<file path="src/rtl/core/wfc_pkg.sv">
// Shared types, constants and the CORDIC angle table for the waypoint
// follow controller. No dependencies.
package wfc_pkg;

    localparam int MAX_WP = 64;
    localparam int PTR_W  = $clog2(MAX_WP);
    localparam int CNT_W  = $clog2(MAX_WP + 1);
    localparam int POS_W  = 24;
    localparam int WP_W   = 2 * POS_W;
    localparam int CFG_IDX_W = 3;
    localparam int CFG_DAT_W = 23;

    localparam int SQRT_STEPS   = 25;
    localparam int CORDIC_STEPS = 20;

    localparam logic [1:0] KIND_STEP   = 2'd0;
    localparam logic [1:0] KIND_LOAD   = 2'd1;
    localparam logic [1:0] KIND_APPEND = 2'd2;

    localparam logic [CFG_IDX_W-1:0] REG_LIN_GAIN   = 3'd0;
    localparam logic [CFG_IDX_W-1:0] REG_ANG_GAIN   = 3'd1;
    localparam logic [CFG_IDX_W-1:0] REG_LIN_LIMIT  = 3'd2;
    localparam logic [CFG_IDX_W-1:0] REG_ANG_LIMIT  = 3'd3;
    localparam logic [CFG_IDX_W-1:0] REG_ARRIVE_TOL = 3'd4;
    localparam logic [CFG_IDX_W-1:0] REG_FINAL_TOL  = 3'd5;
    localparam logic [CFG_IDX_W-1:0] REG_ALIGN_TOL  = 3'd6;

    localparam logic signed [17:0] PI_Q13     = 18'sd25736;
    localparam logic signed [17:0] TWO_PI_Q13 = 18'sd51472;
    localparam logic signed [23:0] HALF_PI_Q20 = 24'sd1647099;

    typedef enum logic [3:0] {
        S_IDLE, S_RD, S_DIFF, S_SQX, S_SQY, S_SQRT, S_CHK,
        S_CINIT, S_CORD, S_ERR, S_MUL, S_OUT
    } t_state;

    typedef enum logic [3:0] {
        DP_NOP, DP_DIFF, DP_SQX, DP_SQY, DP_SQRT, DP_CINIT, DP_CSTEP, DP_ERR, DP_MUL
    } t_dp_op;

    typedef struct packed {
        t_dp_op           op;
        logic             cap;
        logic             we;
        logic [PTR_W-1:0] waddr;
        logic [PTR_W-1:0] raddr;
        logic [4:0]       step;
        logic             zero_lin;
        logic             zero_ang;
    } t_dp_cmd;

    typedef struct packed {
        logic               lt_arrive;
        logic               lt_final;
        logic               lt_align;
        logic [22:0]        lin;
        logic signed [15:0] ang;
    } t_dp_sts;

    function automatic logic signed [23:0] atan_q20(input logic [4:0] i);
        case (i)
            5'd0:  atan_q20 = 24'sd823550;
            5'd1:  atan_q20 = 24'sd486170;
            5'd2:  atan_q20 = 24'sd256879;
            5'd3:  atan_q20 = 24'sd130396;
            5'd4:  atan_q20 = 24'sd65451;
            5'd5:  atan_q20 = 24'sd32757;
            5'd6:  atan_q20 = 24'sd16383;
            5'd7:  atan_q20 = 24'sd8192;
            5'd8:  atan_q20 = 24'sd4096;
            5'd9:  atan_q20 = 24'sd2048;
            5'd10: atan_q20 = 24'sd1024;
            5'd11: atan_q20 = 24'sd512;
            5'd12: atan_q20 = 24'sd256;
            5'd13: atan_q20 = 24'sd128;
            5'd14: atan_q20 = 24'sd64;
            5'd15: atan_q20 = 24'sd32;
            5'd16: atan_q20 = 24'sd16;
            5'd17: atan_q20 = 24'sd8;
            5'd18: atan_q20 = 24'sd4;
            5'd19: atan_q20 = 24'sd2;
            default: atan_q20 = 24'sd0;
        endcase
    endfunction

endpackage

</file>
<file path="src/rtl/core/wfc_ctrl.sv">
// Controller: sequencing state machine, waypoint bookkeeping and the
// output register. Depends on wfc_pkg.
module wfc_ctrl (
    input  logic                            i_clk,
    input  logic                            i_rst_n,
    input  logic                            i_in_valid,
    output logic                            o_in_ready,
    input  logic [1:0]                      i_kind,
    output logic                            o_out_valid,
    input  logic                            i_out_ready,
    output logic [22:0]                     o_linear_cmd,
    output logic signed [15:0]              o_angular_cmd,
    output logic                            o_goal_reached,
    output logic [5:0]                      o_target_index,
    output logic                            o_load_dropped,
    output wfc_pkg::t_dp_cmd                o_cmd,
    input  wfc_pkg::t_dp_sts                i_sts
);
    wfc_pkg::t_state              r_state, n_state;
    logic [wfc_pkg::CNT_W-1:0]    r_count, n_count;
    logic [wfc_pkg::PTR_W-1:0]    r_ptr, n_ptr;
    logic                         r_aligning, n_aligning;
    logic                         r_reached, n_reached;
    logic                         r_second, n_second;
    logic                         r_ctl, n_ctl;
    logic                         r_drop, n_drop;
    logic [4:0]                   r_step, n_step;
    logic                         r_out_valid, n_out_valid;
    logic                         w_accept, w_out_free, w_has_room;

    always_ff @(posedge i_clk) begin
        if (!i_rst_n) begin
            r_state     <= wfc_pkg::S_IDLE;
            r_count     <= '0;
            r_ptr       <= '0;
            r_aligning  <= 1'b1;
            r_reached   <= 1'b0;
            r_second    <= 1'b0;
            r_ctl       <= 1'b0;
            r_drop      <= 1'b0;
            r_step      <= '0;
            r_out_valid <= 1'b0;
        end else begin
            r_state     <= n_state;
            r_count     <= n_count;
            r_ptr       <= n_ptr;
            r_aligning  <= n_aligning;
            r_reached   <= n_reached;
            r_second    <= n_second;
            r_ctl       <= n_ctl;
            r_drop      <= n_drop;
            r_step      <= n_step;
            r_out_valid <= n_out_valid;
        end
    end

    // result payload needs no reset
    always_ff @(posedge i_clk) begin
        if (r_state == wfc_pkg::S_OUT && w_out_free) begin
            o_linear_cmd   <= i_sts.lin;
            o_angular_cmd  <= i_sts.ang;
            o_goal_reached <= r_reached || (r_count == '0);
            o_target_index <= 6'(r_ptr);
            o_load_dropped <= r_drop;
        end
    end

    assign o_in_ready  = (r_state == wfc_pkg::S_IDLE);
    assign o_out_valid = r_out_valid;
    assign w_accept    = i_in_valid && o_in_ready;
    assign w_out_free  = !r_out_valid || i_out_ready;
    assign w_has_room  = r_count < wfc_pkg::CNT_W'(wfc_pkg::MAX_WP);

    always_comb begin
        n_state     = r_state;
        n_count     = r_count;
        n_ptr       = r_ptr;
        n_aligning  = r_aligning;
        n_reached   = r_reached;
        n_second    = r_second;
        n_ctl       = r_ctl;
        n_drop      = r_drop;
        n_step      = r_step;
        n_out_valid = r_out_valid;
        if (r_out_valid && i_out_ready) begin
            n_out_valid = 1'b0;
        end

        o_cmd.op       = wfc_pkg::DP_NOP;
        o_cmd.cap      = w_accept;
        o_cmd.we       = 1'b0;
        o_cmd.waddr    = (i_kind == wfc_pkg::KIND_LOAD) ? '0 : r_count[wfc_pkg::PTR_W-1:0];
        o_cmd.raddr    = r_ptr;
        o_cmd.step     = r_step;
        o_cmd.zero_lin = !r_ctl || r_aligning || r_reached;
        o_cmd.zero_ang = !r_ctl || r_reached;

        case (r_state)
            wfc_pkg::S_IDLE: begin
                if (w_accept) begin
                    n_drop   = 1'b0;
                    n_ctl    = 1'b0;
                    n_second = 1'b0;
                    n_state  = wfc_pkg::S_OUT;
                    case (i_kind)
                        wfc_pkg::KIND_STEP: begin
                            if (r_count != '0) begin
                                n_ctl   = 1'b1;
                                n_state = wfc_pkg::S_RD;
                            end
                        end
                        wfc_pkg::KIND_LOAD: begin
                            o_cmd.we   = 1'b1;
                            n_count    = wfc_pkg::CNT_W'(1);
                            n_ptr      = '0;
                            n_aligning = 1'b1;
                            n_reached  = 1'b0;
                        end
                        wfc_pkg::KIND_APPEND: begin
                            if (w_has_room) begin
                                o_cmd.we  = 1'b1;
                                n_count   = r_count + 1'b1;
                                n_reached = 1'b0;
                            end else begin
                                n_drop = 1'b1;
                            end
                        end
                        default: ;
                    endcase
                end
            end
            wfc_pkg::S_RD:   n_state = wfc_pkg::S_DIFF;
            wfc_pkg::S_DIFF: begin
                o_cmd.op = wfc_pkg::DP_DIFF;
                n_state  = wfc_pkg::S_SQX;
            end
            wfc_pkg::S_SQX: begin
                o_cmd.op = wfc_pkg::DP_SQX;
                n_state  = wfc_pkg::S_SQY;
            end
            wfc_pkg::S_SQY: begin
                o_cmd.op = wfc_pkg::DP_SQY;
                n_step   = '0;
                n_state  = wfc_pkg::S_SQRT;
            end
            wfc_pkg::S_SQRT: begin
                o_cmd.op = wfc_pkg::DP_SQRT;
                n_step   = r_step + 1'b1;
                if (r_step == 5'(wfc_pkg::SQRT_STEPS - 1)) begin
                    n_state = wfc_pkg::S_CHK;
                end
            end
            wfc_pkg::S_CHK: begin
                n_state = wfc_pkg::S_CINIT;
                // the arrive test runs only on the first distance of a step, not after advancing
                if (!r_second && i_sts.lt_arrive) begin
                    if (({1'b0, r_ptr} + 1'b1) < r_count) begin
                        n_ptr      = r_ptr + 1'b1;
                        n_aligning = 1'b1;
                        n_second   = 1'b1;
                        n_state    = wfc_pkg::S_RD;
                    end else if (i_sts.lt_final) begin
                        n_reached = 1'b1;
                    end
                end
            end
            wfc_pkg::S_CINIT: begin
                o_cmd.op = wfc_pkg::DP_CINIT;
                n_step   = '0;
                n_state  = wfc_pkg::S_CORD;
            end
            wfc_pkg::S_CORD: begin
                o_cmd.op = wfc_pkg::DP_CSTEP;
                n_step   = r_step + 1'b1;
                if (r_step == 5'(wfc_pkg::CORDIC_STEPS - 1)) begin
                    n_state = wfc_pkg::S_ERR;
                end
            end
            wfc_pkg::S_ERR: begin
                o_cmd.op = wfc_pkg::DP_ERR;
                n_state  = wfc_pkg::S_MUL;
            end
            wfc_pkg::S_MUL: begin
                o_cmd.op = wfc_pkg::DP_MUL;
                n_state  = wfc_pkg::S_OUT;
            end
            wfc_pkg::S_OUT: begin
                if (w_out_free) begin
                    n_out_valid = 1'b1;
                    n_state     = wfc_pkg::S_IDLE;
                    if (r_ctl && r_aligning && i_sts.lt_align) begin
                        n_aligning = 1'b0;
                    end
                end
            end
            default: n_state = wfc_pkg::S_IDLE;
        endcase
    end

    a_ptr_in_list: assert property (@(posedge i_clk) disable iff (!i_rst_n)
        (r_count != '0) |-> ({1'b0, r_ptr} < r_count))
        else $error("target pointer past end of list");

    a_count_bound: assert property (@(posedge i_clk) disable iff (!i_rst_n)
        r_count <= wfc_pkg::CNT_W'(wfc_pkg::MAX_WP))
        else $error("waypoint count overflow");

    a_out_to_idle: assert property (@(posedge i_clk) disable iff (!i_rst_n)
        (r_state == wfc_pkg::S_OUT && w_out_free) |=> (r_state == wfc_pkg::S_IDLE && r_out_valid))
        else $error("result not posted on exit");

    a_no_step_when_empty: assert property (@(posedge i_clk) disable iff (!i_rst_n)
        (r_state == wfc_pkg::S_RD) |-> (r_count != '0))
        else $error("store read with empty list");
endmodule

</file>
<file path="config.mk">
export PLATFORM = sky130hd
export DESIGN_NAME = wfc_ctrl
export DESIGN_NICKNAME = d
export VERILOG_FILES = /design/src/rtl/core/wfc_pkg.sv /design/src/rtl/core/wfc_ctrl.sv
export SDC_FILE = /design/constraint.sdc
export NUM_CORES = 1
export LEC_CHECK = 0
export BUFFER_PORTS_ARGS = -buffer_cell sky130_fd_sc_hd__buf_4
export CORE_ASPECT_RATIO = 0.6
export CORE_MARGIN = 4
export CORE_UTILIZATION = 44
export CTS_CLUSTER_SIZE = 25
export DETAILED_ROUTE_END_ITERATION = 8
export PLACE_DENSITY = 0.75
export SYNTH_ARGS = -nofsm -noshare
export SYNTH_HDL_FRONTEND = slang
export SYNTH_SLANG_ARGS = --single-unit
</file>
<file path="constraint.sdc">
create_clock -name i_clk -period 3.2 [get_ports i_clk]
set_clock_uncertainty 0.05 [all_clocks]
set_input_delay 0.48 -clock i_clk [delete_from_list [all_inputs] [get_ports i_clk]]
set_output_delay 0.48 -clock i_clk [all_outputs]
set_load 0.1 [all_outputs]
</file>
==> results.json <==
{
  "fp-row-count": 24,
  "drt_wl_total_um": 8450,
  "critPathTopFamily": "compound AO/OA/AOI/OAI gates",
  "cts_setup_buffers": 0,
  "period_minus_slack_ns": 2.72,
  "max_freq_mhz": 368,
  "rsz0062_at_grt": "no",
  "clk_latency_ns": 0.33,
  "initial_core_util_pct": 45.7,
  "fin_tns_setup_ns": 0,
  "critical_path.most_common_cell": "ha_1",
  "rrSetupSlack_ns": 0.48,
  "final_layout_size_suffix_gt1_share_pct": 37.3,
  "synthesis.nets": 357,
  "synth_fa_ha_area_share_pct": 5.26,
  "dieWidth_um": 120,
  "finalNonFillerCells": 528,
  "hold_buffers": 0,
  "root_buffer": "clkbuf_16",
  "synth.area.top_cells": "edfxtp_1, dfxtp_1, ha_1",
  "critPathCaptureType": "flip-flop",
  "syn_area_sq_mm": 0.00333,
  "first_pass_iters": 4,
  "dp.cells": 512,
  "dp_slack_ns": 0.552,
  "grt_max_degree": 48,
  "antenna_found_initial": 0,
  "placed_area_sq_mm": 0.00436,
  "cts_buffers": 9,
  "ys_types": 56,
  "track_usage_pct": 17.8,
  "setup_viol": 0,
  "relSlewSlack_pct": 60.6,
  "synth-simple-area-share_pct": 15.1,
  "avgSynthCellArea_sq_um": 11.3,
  "grt_overflow": 0,
  "max_slew.worst_pin.slew_ns": 0.591,
  "clock_sinks": 75,
  "powerDensity_mw_per_mm2": 746,
  "yosysMostFrequentCell": "edfxtp_1",
  "grt_pass1_vias": 2440,
  "ir_drop_uv": 669,
  "layout_setup_ws_ns": 0.481,
  "fin_crit_sh_pct": 85.0,
  "netlist_instances": 295,
  "worstSetupStartpointType": "flip-flop",
  "hold_ws_ns": 0.270,
  "crit_chain": "ha_1, nand3_1, or2_2, nand2_1, ha_1, a21o_1, a311o_1, o31a_1, mux2_2",
  "synth_top_area_share_pct": 42.3,
  "worst_path_max_delay_cell": "a311o_1",
  "die_area_sq_mm": 0.00908,
  "hold_viol": 0,
  "drc": 0,
  "path_buf_inv": 0,
  "critPathKind": "reg2reg",
  "final_max_slew_viol_count": 0,
  "nNetsFinal": 481,
  "leakage_nw": 1.94,
  "cts_resized": 0,
  "fin_util_pct": 63.9,
  "ys_seq_area_share_pct": 59.2,
  "detail_route.vias_per_cell": 5.22,
  "drtIter0Drc": 270,
  "clk_pin_slew_ns": 0.06,
  "ys_ff_latch": 75,
  "combPwrFrac_pct": 37.4,
  "p_seq_share_pct": 33.7,
  "power_mw": 3.48,
  "ant_nets": 0,
  "hold_class": "in2reg",
  "synth_top_family_by_area": "simple AND/OR/NAND/NOR gates",
  "muxShareOfSynthArea_pct": 1.28,
  "synth-async-reset-ratio_pct": 0,
  "crit_fanout": 7,
  "status": "finished, final reports clean",
  "cts_buffer_depth": 2,
  "internal_power_mw": 2.05,
  "post-dp-hpwl_um": 6250,
  "design_area_sq_mm": 0.00466,
  "place.gp.congestion": 0.824,
  "cts_tree": "yes",
  "wire_per_inst_um": 16.0,
  "critPathMaxStageDelay_ns": 0.39,
  "core-area_sq_mm": 0.00730,
  "cap_violations": 0,
  "synth_largest_area_cell": "edfxtp_1",
  "antenna_cells": 0,
  "vias": 2755,
  "sw_frac_of_total_pct": 41.1,
  "synth-xor-area-share_pct": 0.526,
  "clock_power_share_pct": 28.8,
  "required_ns": 3.37,
  "die_h_um": 75.4,
  "arrival_ns": 2.88,
  "syn_to_final_growth_pct": 39.8,
  "synth_commonest_cells": "edfxtp_1, nor2_1, dfxtp_1",
  "ios": 122,
  "grt_pass1_wl_um": 12300,
  "synth_compound_area_share_pct": 15.0,
  "synthFlopType": "edfxtp_1",
  "switchingPower_mw": 1.43,
  "io_buffers": 121,
  "yosysWarnings": 0,
  "synth_edf_count": 47,
  "htreeDepth": 3,
  "n_fill_cell": 589
}
## placed cells by master, fill, tap and decap left out, drive strengths merged, types with 3 or more instances in the layout
| cell | instances |
|---|---|
| a21o | 7 |
| a21oi | 17 |
| a31oi | 6 |
| buf | 124 |
| clkbuf | 9 |
| clkinvlp | 3 |
| dfxtp | 28 |
| edfxtp | 47 |
| ha | 14 |
| inv | 20 |
| nand2 | 20 |
| nand2b | 10 |
| nand3 | 12 |
| nor2 | 34 |
| nor3 | 3 |
| o21ai | 13 |
| o22ai | 5 |
| or2 | 3 |
## power groups by stage
stage          Clock (mW)  Combinational (mW)  Sequential [mW]
2_1_floorplan           0               0.749             1.47
3_3_place_gp            0                1.28             1.19
3_5_place_dp            0                1.30             1.19
4_1_cts              1.03                1.31             1.17
5_1_grt              1.07                1.37             1.18
6_report             1.00                1.30             1.17
## flip-flops by register name, indices dropped and copies added (netlist names), 4 cells and up
signal and flops:
r_count 7, o_angular_cmd 16, r_ptr 6, r_step 5, o_target_index 6, r_state 4, o_linear_cmd 23
## cell type report
cell class | count | area (sq um) | share of cell area (%)
repair buffers | 124 | 931 | 20.0
inverters | 19 | 76.3 | 1.64
clock inverters | 7 | 76.3 | 1.64
clock buffers | 9 | 225 | 4.83
flip-flops and latches | 75 | 1970 | 42.4
well taps | 104 | 130 | 2.79
multi-input cells | 190 | 1250 | 26.8
## logic make-up after synthesis
kind of cell    after synthesis
compound gates               72
simple gates                 98
xor+xnor                      2
fa+ha+maj                    14
mux                           4
flops                        75
buf+inv                      30
## layer usage
layer	track usage [%]	routed length (um)	up-vias
met3	5.79	628	5
met2	26.3	3740	113
met1	24.9	4020	1303
li1	-	-	1334
met5	0	0	-
met4	6.03	56	0
## worst paths after layout
path | start | end | cells past startpoint
min | i_sts[30] | o_linear_cmd[14]$_DFFE_PP_ | 1
max reg2reg | r_ptr[0]$_SDFFE_PN0P_ | r_ptr[0]$_SDFFE_PN0P_ | 9
max | r_ptr[0]$_SDFFE_PN0P_ | r_ptr[0]$_SDFFE_PN0P_ | 9
min reg2reg | r_drop$_SDFFE_PN0P_ | o_load_dropped$_DFFE_PP_ | 0
Note: power is estimated with default switching activity, not from simulation.
